## src/sv/lis_pkg.sv

```systemverilog
`default_nettype none
// ----------------------------------------------------------------------------
// lis_pkg: shared types and constants for the line intersection snap block
// Widths, lane and point indexes, and the stage record passed between cells.
// ----------------------------------------------------------------------------
package lis_pkg;

	localparam int COORD_W = 16;
	localparam int FRAC_W  = 16;
	localparam int PARAM_W = 48;
	localparam int DIFF_W  = COORD_W + 1;
	localparam int WIDE_W  = 2 * COORD_W + 2;
	localparam int MAG_W   = WIDE_W - 1;
	localparam int DVD_W   = MAG_W + ((DIFF_W > FRAC_W) ? DIFF_W : FRAC_W);
	localparam int REM_W   = MAG_W;
	localparam int CMP_W   = ((DVD_W > PARAM_W) ? DVD_W : PARAM_W) + 1;
	localparam int SUM_W   = DIFF_W + 2;
	localparam int LANES   = 4;
	localparam int NPTS    = 4;
	localparam int LATENCY = 4 + DVD_W + 2;

	// divider lanes
	localparam int LANE_U1 = 0;
	localparam int LANE_U2 = 1;
	localparam int LANE_X  = 2;
	localparam int LANE_Y  = 3;

	// endpoints
	localparam int PT_A = 0;
	localparam int PT_B = 1;
	localparam int PT_C = 2;
	localparam int PT_D = 3;

	typedef struct packed {
		logic [LANES-1:0][REM_W-1:0] rem;
		logic [LANES-1:0][DVD_W-1:0] dq;
		logic [MAG_W-1:0]            dvs;
	} div_t;

	typedef struct packed {
		logic [NPTS-1:0][COORD_W-1:0] xs;
		logic [NPTS-1:0][COORD_W-1:0] ys;
		logic [WIDE_W-1:0]            det;
		logic [WIDE_W-1:0]            n1;
		logic [WIDE_W-1:0]            n2;
		logic [LANES-1:0]             neg;
	} side_t;

endpackage
`default_nettype wire

```

## src/sv/lis_div_cell.sv

```systemverilog
`default_nettype none
// ----------------------------------------------------------------------------
// lis_div_cell: one restoring division step on four lanes
// Develops one quotient bit per lane and hands everything to the next cell.
// ----------------------------------------------------------------------------
module lis_div_cell (
	input  logic           clk,
	input  logic           arst_n,
	input  logic           valid_in,
	input  lis_pkg::div_t  div_in,
	input  lis_pkg::side_t side_in,
	output logic           valid_out,
	output lis_pkg::div_t  div_out,
	output lis_pkg::side_t side_out
);
	import lis_pkg::*;

	div_t div_d;
	logic [LANES-1:0][REM_W:0] part;
	logic [LANES-1:0][REM_W:0] diff;

	always_comb begin
		div_d = div_in;
		for (int i = 0; i < LANES; i++) begin
			// shift next dividend bit into the partial remainder
			part[i] = {div_in.rem[i], div_in.dq[i][DVD_W-1]};
			diff[i] = part[i] - {1'b0, div_in.dvs};
			if (part[i] >= {1'b0, div_in.dvs}) begin
				div_d.rem[i] = diff[i][REM_W-1:0];
				div_d.dq[i]  = {div_in.dq[i][DVD_W-2:0], 1'b1};
			end else begin
				div_d.rem[i] = part[i][REM_W-1:0];
				div_d.dq[i]  = {div_in.dq[i][DVD_W-2:0], 1'b0};
			end
		end
	end

	always_ff @(posedge clk or negedge arst_n) begin
		if (!arst_n) begin
			valid_out <= 1'b0;
		end else begin
			valid_out <= valid_in;
		end
	end

	always_ff @(posedge clk) begin
		div_out  <= div_d;
		side_out <= side_in;
	end

endmodule
`default_nettype wire

```

## config.mk

```make
export PLATFORM = sky130hd
export DESIGN_NAME = lis_div_cell
export DESIGN_NICKNAME = d
export VERILOG_FILES = /design/src/sv/lis_pkg.sv /design/src/sv/lis_div_cell.sv
export SDC_FILE = /design/constraint.sdc
export NUM_CORES = 1
export LEC_CHECK = 0
export BUFFER_PORTS_ARGS = -buffer_cell sky130_fd_sc_hd__buf_2
export CAP_MARGIN = 30
export CORE_AREA = 4 4 470 472
export CTS_CLUSTER_DIAMETER = 80
export CTS_CLUSTER_SIZE = 8
export DETAILED_ROUTE_END_ITERATION = 7
export DIE_AREA = 0 0 474 476
export SETUP_SLACK_MARGIN = 0.5
export SLEW_MARGIN = 20
export SYNTH_ARGS = -nofsm -noshare
export SYNTH_HDL_FRONTEND = slang
export SYNTH_SLANG_ARGS = --single-unit
export TNS_END_PERCENT = 30
```

## constraint.sdc

```tcl
create_clock -name clk -period 0.8 [get_ports clk]
set_clock_uncertainty 0.15 [all_clocks]
set_input_delay 0.16 -clock clk [delete_from_list [all_inputs] [get_ports clk]]
set_output_delay 0.16 -clock clk [all_outputs]
set_load 0.05 [all_outputs]
```

==> results.py <==
metrics = {
    "sta": {
        "hold_viol": 598,
        "fin_crit_ns": 2.51,
        "worst_slack_ns": -1.71,
        "finalMaxSlewViolations": 0,
        "tns_ns": -659.49,
        "rsz0062_at_grt": "true",
        "worst_slew_pin_slew_ns": 0.485,
        "max_freq_mhz": 398,
        "hold_ws_ns": -0.933,
        "finalSetupViolCount": 736,
        "post-route-period-util_pct": 314,
        "slew_headroom_pct": 67.6,
    },
    "logic_synthesis": {
        "synth_area_um2": 20600,
        "synth_edf_count": 0,
        "yosys.area.top_type": "dfxtp_1",
        "synth_cell_type_count": 76,
        "synth-seq-cells": 600,
        "synth.area.top_cells": "dfxtp_1, ha_1, o21ai_0",
        "ys_seq_area_share_pct": 58.4,
        "async_flop_share_pct": 0.167,
        "synth_top_flop_cell": "dfxtp_1",
        "synth.avg_cell_area_um2": 10.8,
        "yosysWarningCount": 0,
        "synth_top_cell_area_share_pct": 58.3,
        "synth_cells": 1913,
        "yosysMostFrequentCell": "dfxtp_1",
        "synthTopCellsByCount": "dfxtp_1, nand2_1, o21ai_0",
        "syn_nets": 2651,
    },
    "pwr": {
        "ir_drop_mv": 1.74,
        "p_per_area_nw_per_um2": 2360,
        "p_leak_nw": 21.4,
        "p_total_mw": 112,
    },
    "setup_path": {
        "crit_chain": "buf_8 > clkinvlp_4 > buf_12 > buf_8 > buf_6 > fa_2 > a211oi_2 > nor2_2 > buf_4 > o21ai_4 > o2111a_1 > nor2_2 > a21o_1 > a21oi_4 > buf_12 > mux2_2",
        "endpoint_kind": "flop",
        "slowest_delay_ns": 0.38,
        "critical_path_buf_inv_count": 7,
        "crit_required_ns": 1.25,
        "crit_path_max_fanout": 6,
        "cp_slowest_cell": "fa_2",
        "path_class": "in2reg",
        "cp_top_family": "compound AO/OA/AOI/OAI gates",
        "cp-start-kind": "primary input",
        "arrival_ns": 2.96,
    },
    "clock_network": {
        "cts-buffers-inserted": 94,
        "clk_pin_slew_ns": 0.05,
        "cts_buffer_depth": 3,
        "cts_sinks": 600,
        "htreeDepth": 3,
        "cts_tree": "yes",
        "cts-root-buf": "clkbuf_16",
    },
    "place": {
        "place.gp.congestion": 0.920,
        "io_buffer_count": 1201,
        "dp.cells": 6490,
        "pre_cts_slack_ns": -2.72,
        "hpwl_um": 175000,
    },
    "status": {
        "status": "finished, violations left",
        "violations": "negative hold slack, negative setup slack",
    },
    "floorplan": {
        "core_um2": 217000,
        "initial_core_util_pct": 9.50,
        "dieArea_um2": 226000,
        "die_x_um": 474,
        "num_rows": 171,
        "ioPinCount": 1202,
        "die_h_um": 476,
    },
    "cells_and_area": {
        "layout.cells.non_filler": 6772,
        "area.growth.synth_to_final_pct": 131,
        "drive_gt1_share_pct": 65.3,
        "layout.nets": 4563,
    },
    "global_route": {
        "grt_max_degree": 33,
        "antenna_found_initial": 182,
        "grt_usage_pct": 16.6,
        "gr-total-overflow": 0,
        "grt_pass1_vias": 23600,
        "grt_pass1_wl_um": 240000,
    },
    "detailed_routing": {
        "routedWlPerCell_um": 29.2,
        "detail-route-antenna-nets": 0,
        "via_count": 23400,
        "dr.pass1.iters": 5,
        "drtIter0Drc": 1001,
        "wl_um": 198000,
        "drc": 0,
        "avgViaCountPerCell": 3.45,
    },
    "flow_run": {
        "cap_violations": 0,
    },
    "hold_path": {
        "min_path_type": "in2async",
    },
}
[cell type report]
class	count	area, um^2
fill	23100	169000
timing repair buffer	1877	18400
sequential	600	13000
multi-input combinational	1184	9490
tap	2854	3570
clock buffer	143	2580
inverter	68	299
clock inverter	21	279
antenna	25	62.6
[power by group]
part           switching (mW)  internal [mW]
clock                    15.7           22.8
combinational            21.1           17.5
sequential               2.33           32.8
[path summary, 6_finish.rpt]
path | from | endpoint | depth (start not counted)
max in group asynchronous | arst_n | valid_out$_DFF_PN0_ | 1
hold / removal | arst_n | valid_out$_DFF_PN0_ | 1
setup / recovery | div_in[1] | div_out[333]$_DFF_P_ | 16
min in group clk | div_in[192] | div_out[193]$_DFF_P_ | 1
[placed cells by master (no fill, tap or decap), drive strengths merged, types with 18 or more instances in the layout]
master,instances
a21o,72
buf,1864
nand2,190
o31ai,18
a21oi,129
clkbuf,156
nand4,32
inv,65
xor2,49
a31oi,20
o21ai,182
o21bai,20
nor2,64
ha,132
dfxtp,599
and3,18
xnor2,65
diode,25
nand3,20
[cell families after synthesis]
group	share of synthesized area (%)
and+or+nand+nor	8.71
buffers and inverters	2.53
AOI/OAI and AO/OA	16.2
muxes	0.863
DFF	58.4
xor gates and xnor gates	4.85
adders and majority gates	8.41
[sequential cells by signal, summed over array words and instances, names as in the netlist]
register,flops
div_out,365
side_out,234
valid_out,1
[per-stage QoR]
| stage | area [um^2] | utilization [%] |
|---|---|---|
| global route | 47600 | 22.0 |
| global placement | 41000 | 18.9 |
| floorplan | 21700 | - |
| CTS | 45300 | 20.9 |
| finish | 47600 | 22.0 |
| detailed placement | 41000 | 18.9 |
[layer usage]
metal	global-route usage [%]	vias to the layer above	share of wire, %
li1	-	10600	-
met1	15.1	11000	32
met2	31.4	1228	53
met3	7.80	514	11
met4	6.96	36	5.0
met5	0	-	0.12
[timing repair]
item                                    in CTS  in global routing
cloned                                       8                 14
endpoints found under the setup margin     736                736
endpoints found under the hold margin      600                598
pin swaps                                   55                107
buffers inserted                            47                 24
resized for setup                          204                580
Power figures use the tool's default switching activity.
