[config.mk]
export PLATFORM = sky130hd
export DESIGN_NAME = lis_back
export DESIGN_NICKNAME = d
export VERILOG_FILES = /design/src/sv/lis_pkg.sv /design/src/sv/lis_back.sv
export SDC_FILE = /design/constraint.sdc
export NUM_CORES = 1
export LEC_CHECK = 0
export BUFFER_PORTS_ARGS = -buffer_cell sky130_fd_sc_hd__buf_4
export CAP_MARGIN = 20
export CORE_AREA = 10 10 315 317
export CTS_CLUSTER_SIZE = 24
export DETAILED_ROUTE_END_ITERATION = 7
export DIE_AREA = 0 0 325 327
export MAX_ROUTING_LAYER = met4
export PLACE_DENSITY = 0.56
export SKIP_CTS_REPAIR_TIMING = 1
export SYNTH_ARGS = -nofsm -noshare
export SYNTH_HDL_FRONTEND = slang
export SYNTH_SLANG_ARGS = --single-unit
[constraint.sdc]
create_clock -name clk -period 51.7 [get_ports clk]
set_input_delay 2.585 -clock clk [delete_from_list [all_inputs] [get_ports clk]]
set_output_delay 2.585 -clock clk [all_outputs]
set_load 0.05 [all_outputs]
[src/sv/lis_pkg.sv]
`default_nettype none
// ----------------------------------------------------------------------------
// lis_pkg: shared types and constants for the line intersection snap block
// Widths, lane and point indexes, and the stage record passed between cells.
// ----------------------------------------------------------------------------
package lis_pkg;

	localparam int COORD_W = 16;
	localparam int FRAC_W  = 16;
	localparam int PARAM_W = 48;
	localparam int DIFF_W  = COORD_W + 1;
	localparam int WIDE_W  = 2 * COORD_W + 2;
	localparam int MAG_W   = WIDE_W - 1;
	localparam int DVD_W   = MAG_W + ((DIFF_W > FRAC_W) ? DIFF_W : FRAC_W);
	localparam int REM_W   = MAG_W;
	localparam int CMP_W   = ((DVD_W > PARAM_W) ? DVD_W : PARAM_W) + 1;
	localparam int SUM_W   = DIFF_W + 2;
	localparam int LANES   = 4;
	localparam int NPTS    = 4;
	localparam int LATENCY = 4 + DVD_W + 2;

	// divider lanes
	localparam int LANE_U1 = 0;
	localparam int LANE_U2 = 1;
	localparam int LANE_X  = 2;
	localparam int LANE_Y  = 3;

	// endpoints
	localparam int PT_A = 0;
	localparam int PT_B = 1;
	localparam int PT_C = 2;
	localparam int PT_D = 3;

	typedef struct packed {
		logic [LANES-1:0][REM_W-1:0] rem;
		logic [LANES-1:0][DVD_W-1:0] dq;
		logic [MAG_W-1:0]            dvs;
	} div_t;

	typedef struct packed {
		logic [NPTS-1:0][COORD_W-1:0] xs;
		logic [NPTS-1:0][COORD_W-1:0] ys;
		logic [WIDE_W-1:0]            det;
		logic [WIDE_W-1:0]            n1;
		logic [WIDE_W-1:0]            n2;
		logic [LANES-1:0]             neg;
	} side_t;

endpackage
`default_nettype wire

[src/sv/lis_back.sv]
`default_nettype none
// ----------------------------------------------------------------------------
// lis_back: parameter saturation, point rounding, clamp and endpoint snap
// Two stages; the second one holds the result registers.
// ----------------------------------------------------------------------------
module lis_back (
	input  logic                                clk,
	input  logic                                arst_n,
	input  logic                                valid_in,
	input  lis_pkg::div_t                       div_in,
	input  lis_pkg::side_t                      side_in,
	output logic                                done,
	output logic signed [lis_pkg::COORD_W-1:0]  cross_x,
	output logic signed [lis_pkg::COORD_W-1:0]  cross_y,
	output logic signed [lis_pkg::WIDE_W-1:0]   det,
	output logic signed [lis_pkg::WIDE_W-1:0]   num_first,
	output logic signed [lis_pkg::WIDE_W-1:0]   num_second,
	output logic signed [lis_pkg::PARAM_W-1:0]  param_first,
	output logic signed [lis_pkg::PARAM_W-1:0]  param_second,
	output logic                                parallel,
	output logic                                clamped
);
	import lis_pkg::*;

	localparam logic [CMP_W-1:0] POS_LIM = CMP_W'((64'd1 << (PARAM_W - 1)) - 64'd1);
	localparam logic [CMP_W-1:0] NEG_LIM = CMP_W'(64'd1 << (PARAM_W - 1));
	localparam logic [PARAM_W-1:0] PARAM_MAX = {1'b0, {(PARAM_W - 1){1'b1}}};
	localparam logic [PARAM_W-1:0] PARAM_MIN = {1'b1, {(PARAM_W - 1){1'b0}}};
	localparam logic signed [SUM_W-1:0] LO = SUM_W'(-(2 ** (COORD_W - 1)));
	localparam logic signed [SUM_W-1:0] HI = SUM_W'((2 ** (COORD_W - 1)) - 1);

	logic [1:0][CMP_W-1:0] qext;
	logic [1:0][PARAM_W-1:0] par_v;
	logic [1:0] inexact, sat, clp, cneg;
	logic signed [SUM_W-1:0] sb [2];
	logic signed [SUM_W-1:0] qq [2];
	logic signed [SUM_W-1:0] sm [2];
	logic [1:0][COORD_W-1:0] cv;
	logic [COORD_W-1:0] base;
	logic is_par;

	logic valid_s1;
	logic [PARAM_W-1:0] u1_s1, u2_s1;
	logic [COORD_W-1:0] cx_s1, cy_s1;
	logic clp_s1, par_s1;
	logic [NPTS-1:0][COORD_W-1:0] xs_s1, ys_s1;
	logic [WIDE_W-1:0] det_s1, n1_s1, n2_s1;

	logic [COORD_W-1:0] sx, sy;
	logic signed [DIFF_W-1:0] dx_t, dy_t;

	logic valid_s2;
	logic [COORD_W-1:0] cx_s2, cy_s2;
	logic [PARAM_W-1:0] u1_s2, u2_s2;
	logic [WIDE_W-1:0] det_s2, n1_s2, n2_s2;
	logic par_s2, clp_s2;

	always_comb begin
		is_par = (side_in.det == '0);
		base   = '0;
		for (int j = 0; j < 2; j++) begin
			// line parameters, saturated in magnitude before the sign
			qext[j] = CMP_W'(div_in.dq[LANE_U1 + j]);
			if (side_in.neg[LANE_U1 + j]) begin
				par_v[j] = (qext[j] > NEG_LIM) ? PARAM_MIN : PARAM_W'(-qext[j]);
			end else begin
				par_v[j] = (qext[j] > POS_LIM) ? PARAM_MAX : PARAM_W'(qext[j]);
			end
			// point coordinate, truncated toward zero
			base       = (j == 0) ? side_in.xs[PT_A] : side_in.ys[PT_A];
			cneg[j]    = side_in.neg[LANE_X + j];
			inexact[j] = |div_in.rem[LANE_X + j];
			sat[j]     = |div_in.dq[LANE_X + j][DVD_W-1:DIFF_W];
			sb[j]      = SUM_W'($signed(base));
			qq[j]      = SUM_W'(div_in.dq[LANE_X + j][DIFF_W-1:0]);
			if (!cneg[j]) begin
				sm[j] = sb[j] + qq[j];
				if (sm[j][SUM_W-1] && inexact[j]) begin
					sm[j] = sm[j] + SUM_W'(1);
				end
			end else begin
				sm[j] = sb[j] - qq[j] - SUM_W'(inexact[j]);
				if (sm[j][SUM_W-1]) begin
					sm[j] = sb[j] - qq[j];
				end
			end
			priority if (sat[j]) begin
				cv[j]  = cneg[j] ? COORD_W'(LO) : COORD_W'(HI);
				clp[j] = 1'b1;
			end else if (sm[j] < LO) begin
				cv[j]  = COORD_W'(LO);
				clp[j] = 1'b1;
			end else if (sm[j] > HI) begin
				cv[j]  = COORD_W'(HI);
				clp[j] = 1'b1;
			end else begin
				cv[j]  = sm[j][COORD_W-1:0];
				clp[j] = 1'b0;
			end
		end
	end

	always_comb begin
		sx = cx_s1;
		sy = cy_s1;
		dx_t = '0;
		dy_t = '0;
		// later endpoints override earlier matches
		for (int i = 0; i < NPTS; i++) begin
			dx_t = DIFF_W'($signed(sx)) - DIFF_W'($signed(xs_s1[i]));
			dy_t = DIFF_W'($signed(sy)) - DIFF_W'($signed(ys_s1[i]));
			if (dx_t >= -1 && dx_t <= 1) begin
				sx = xs_s1[i];
			end
			if (dy_t >= -1 && dy_t <= 1) begin
				sy = ys_s1[i];
			end
		end
	end

	always_ff @(posedge clk or negedge arst_n) begin
		if (!arst_n) begin
			valid_s1 <= 1'b0;
			valid_s2 <= 1'b0;
		end else begin
			valid_s1 <= valid_in;
			valid_s2 <= valid_s1;
		end
	end

	always_ff @(posedge clk) begin
		u1_s1  <= is_par ? '0 : par_v[0];
		u2_s1  <= is_par ? '0 : par_v[1];
		cx_s1  <= cv[0];
		cy_s1  <= cv[1];
		clp_s1 <= ~is_par & (clp[0] | clp[1]);
		par_s1 <= is_par;
		xs_s1  <= side_in.xs;
		ys_s1  <= side_in.ys;
		det_s1 <= side_in.det;
		n1_s1  <= side_in.n1;
		n2_s1  <= side_in.n2;

		cx_s2  <= par_s1 ? '0 : sx;
		cy_s2  <= par_s1 ? '0 : sy;
		u1_s2  <= u1_s1;
		u2_s2  <= u2_s1;
		det_s2 <= det_s1;
		n1_s2  <= n1_s1;
		n2_s2  <= n2_s1;
		par_s2 <= par_s1;
		clp_s2 <= clp_s1;
	end

	assign done         = valid_s2;
	assign cross_x      = cx_s2;
	assign cross_y      = cy_s2;
	assign det          = det_s2;
	assign num_first    = n1_s2;
	assign num_second   = n2_s2;
	assign param_first  = u1_s2;
	assign param_second = u2_s2;
	assign parallel     = par_s2;
	assign clamped      = clp_s2;

endmodule
`default_nettype wire

==> impl_metrics.env <==
export IMPL_gp_congestion=0.912
export IMPL_dp_slack_ps=32290
export IMPL_initial_utilization=0.347
export IMPL_dr_first_iter_drc_count=2121
export IMPL_worstReg2RegEnd="cross_y[0]"
export IMPL_path_class="reg -> reg"
export IMPL_ys_ff_latch=594
export IMPL_fin_area_um2=41200
export IMPL_worst_path_largest_cell_delay_ps=730
export IMPL_num_io_pins=835
export IMPL_grt_pass1_wl_um=176000
export IMPL_cp_startpoint="ys_s1[1]"
export IMPL_timing_final_hold_violations=0
export IMPL_clockPowerShare=0.269
export IMPL_slew_violations=0
export IMPL_io_buffers=735
export IMPL_fin_crit_sh=0.377
export IMPL_clock_fmax_mhz=51.3
export IMPL_critPathCaptureType="flip-flop"
export IMPL_synthFlopType="dfxtp_1"
export IMPL_wire_per_inst_um=20.7
export IMPL_ys_async_sr_fraction=0.00337
export IMPL_sw_frac_of_total=0.381
export IMPL_post_dp_cell_area_um2=39000
export IMPL_p_int_mw=1.03
export IMPL_ir_drop_mv=0.0244
export IMPL_routed_wirelength_um=120000
export IMPL_clockRootBuffer="clkbuf_16"
export IMPL_reg2regPathDepth=81
export IMPL_grt_ovfl_total=0
export IMPL_startpoint_type="flip-flop"
export IMPL_clock_sinks=594
export IMPL_worstSkewPairLatency_ps=650
export IMPL_grt_antenna_before_repair=28
export IMPL_synth_edf_count=0
export IMPL_relSlewSlack=0.236
export IMPL_layout_min_cycle_time_ps=19480
export IMPL_p_leak_nw=18.5
export IMPL_crit_buf_inv=7
export IMPL_crit_top_cell="o21ai_0"
export IMPL_power_density_nw_per_um2=40.2
export IMPL_cp_required_ps=52190
export IMPL_grt_max_degree=80
export IMPL_cts_tree="yes"
export IMPL_crit_family="compound AO/OA/AOI/OAI gates"
export IMPL_htree_levels=2
export IMPL_syn_nets=4650
export IMPL_drt_vias_per_instance=5.14
export IMPL_die_area_um2=106000
export IMPL_syn_instance_count=3758
export IMPL_post_route_drc_count=0
export IMPL_tns_ps=0
export IMPL_finalSetupViolations=0
export IMPL_share_comb_of_total_power=0.418
export IMPL_worst_pin_slew_ps=1130
export IMPL_grt_usage=0.219
export IMPL_cpMaxStageDelayCell="a41o_1"
export IMPL_first_pass_iters=5
export IMPL_crit_reg2reg_launch="ys_s1[1]"
export IMPL_synth_top_cell_area_share=0.368
export IMPL_cp_max_fo=48
export IMPL_drive_gt1_frac=0.209
export IMPL_ys_types=91
export IMPL_crit_end="cross_y[0]"
export IMPL_clk_path_buf_depth=3
export IMPL_path_clk_slew_ps=60
export IMPL_syn_area_per_cell_um2=8.58
export IMPL_die_w_um=325
export IMPL_syn_to_final_growth_pct=27.8
export IMPL_arrival_ps=19970
export IMPL_synthTopCellsByArea="dfxtp_1 37%, ha_1 11%, inv_1 4.1%"
export IMPL_design_core_area_um2=92800
export IMPL_ys_seq_area_frac=0.369
export IMPL_fin_worst_skew_ps=34.1
export IMPL_yosys_warnings=0
export IMPL_row_count=112
export IMPL_dieHeight_um=327
export IMPL_power_frac_seq=0.312
export IMPL_nets=5352
export IMPL_max_cap_violations=0
export IMPL_power_switching_uw=631
export IMPL_hp_class="reg -> reg"
export IMPL_grt_pass1_vias=27900
export IMPL_r2r_slack_ps=32220
export IMPL_vias=29800
export IMPL_cts_buffers=61
export IMPL_ant_nets=0
export IMPL_worstSetupPathDepth=81
export IMPL_synth_top_area_cell="dfxtp_1"
export IMPL_dpl_hpwl_um=98900
export IMPL_status="completed"
export IMPL_setup_slack_ps=32220
export IMPL_synthesis_area_um2=32200
export IMPL_rsz0062_at_grt="no"
==> registers in the layout, summed over array words and instances (netlist names), 16 cells and up <==
register      cells
xs_s1            64
cx_s1            16
det              34
n1_s1            34
num_first        34
param_first      48
u1_s1            48
u2_s1            48
cross_y          16
cross_x          16
param_second     48
det_s1           34
n2_s1            34
num_second       34
cy_s1            16
ys_s1            64
==> per-stage QoR <==
stage	utilization	instances	power, mW	hold WS [ps]
6_report	0.444	5794	1.66	317
5_1_grt	0.444	5791	1.76	326
4_1_cts	0.443	5765	1.67	318
3_5_place_dp	0.421	5651	1.22	312
3_3_place_gp	0.421	5651	1.21	310
2_1_floorplan	-	3758	1.01	310
==> layout make-up <==
type | count | area [um^2]
Fill cell | 9262 | 51600
Multi-Input combinational cell | 2693 | 18600
Sequential cell | 594 | 11900
Timing Repair Buffer | 755 | 5670
Clock buffer | 85 | 1750
Tap cell | 1254 | 1570
Inverter | 355 | 1330
Clock inverter | 29 | 327
Antenna cell | 29 | 72.6
==> kinds of logic (layout without fill, tap and decap cells) <==
family / count (synthesis) / after routing / synth area share
buf+inv: 471 / 1224 / 0.0561
mux: 56 / 56 / 0.0182
fa+ha+maj: 290 / 290 / 0.116
compound gates: 1025 / 1025 / 0.209
simple gates: 1135 / 1135 / 0.181
flops: 594 / 594 / 0.369
other cells: 0 / 29 / 0
xor+xnor: 187 / 187 / 0.0508
==> cell usage in the layout, fill, tap and decap left out, drive strengths merged, types with 29 or more instances in the layout <==
cell,count
nor2,300
o211ai,47
inv,358
a21oi,263
clkbuf,85
a21o,61
nand3b,32
ha,274
a31oi,46
dfxtp,592
buf,755
nor2b,43
or3,75
xor2,59
nor4,77
nor3,114
o21ai,229
o21a,55
nand3,57
mux2i,35
nand2,219
nand4,35
a211oi,44
nand2b,52
diode,29
xnor2,128
o31ai,49
==> cells in the mapped netlist, types with 61 or more instances <==
| master | instances |
|---|---|
| inv_1 | 350 |
| nor3_1 | 113 |
| nor2_1 | 300 |
| or3_1 | 69 |
| dfxtp_1 | 592 |
| clkbuf_1 | 96 |
| ha_1 | 274 |
| nor4_1 | 77 |
| nand2_1 | 218 |
| a21oi_1 | 262 |
| xnor2_1 | 128 |
| o21ai_0 | 226 |
| a21o_1 | 61 |
==> metal layers <==
metal | global-route usage | up-vias | share of wire
li1 | - | 14900 | -
met4 | 0.0562 | 0 | 0.021
met5 | - | - | 0
met2 | 0.337 | 931 | 0.45
met1 | 0.283 | 13800 | 0.46
met3 | 0.0565 | 129 | 0.073
==> worst min path at each step <==
| stage | startpoint | to | slack (ps) | cells after the start |
|---|---|---|---|---|
| 3_5_place_dp | n2_s1[7] | num_second[7] | 310 | 0 |
| 3_3_place_gp | n1_s1[23] | num_first[23] | 310 | 0 |
| 5_1_grt | u1_s1[22] | param_first[22] | 330 | 0 |
| 6_report | u1_s1[36] | param_first[36] | 320 | 0 |
| 2_1_floorplan | clp_s1 | clamped | 310 | 0 |
| 4_1_cts | u1_s1[36] | param_first[36] | 320 | 0 |
==> power groups by stage <==
stage               registers (mW)  logic (mW)  clock network, mW
global route                 0.522       0.762              0.475
CTS                          0.518       0.691              0.458
floorplan                    0.605       0.410                  0
detailed placement           0.528       0.687                  0
finish                       0.518       0.693              0.446
global placement             0.527       0.685                  0
(Power assumes the default switching activity.)
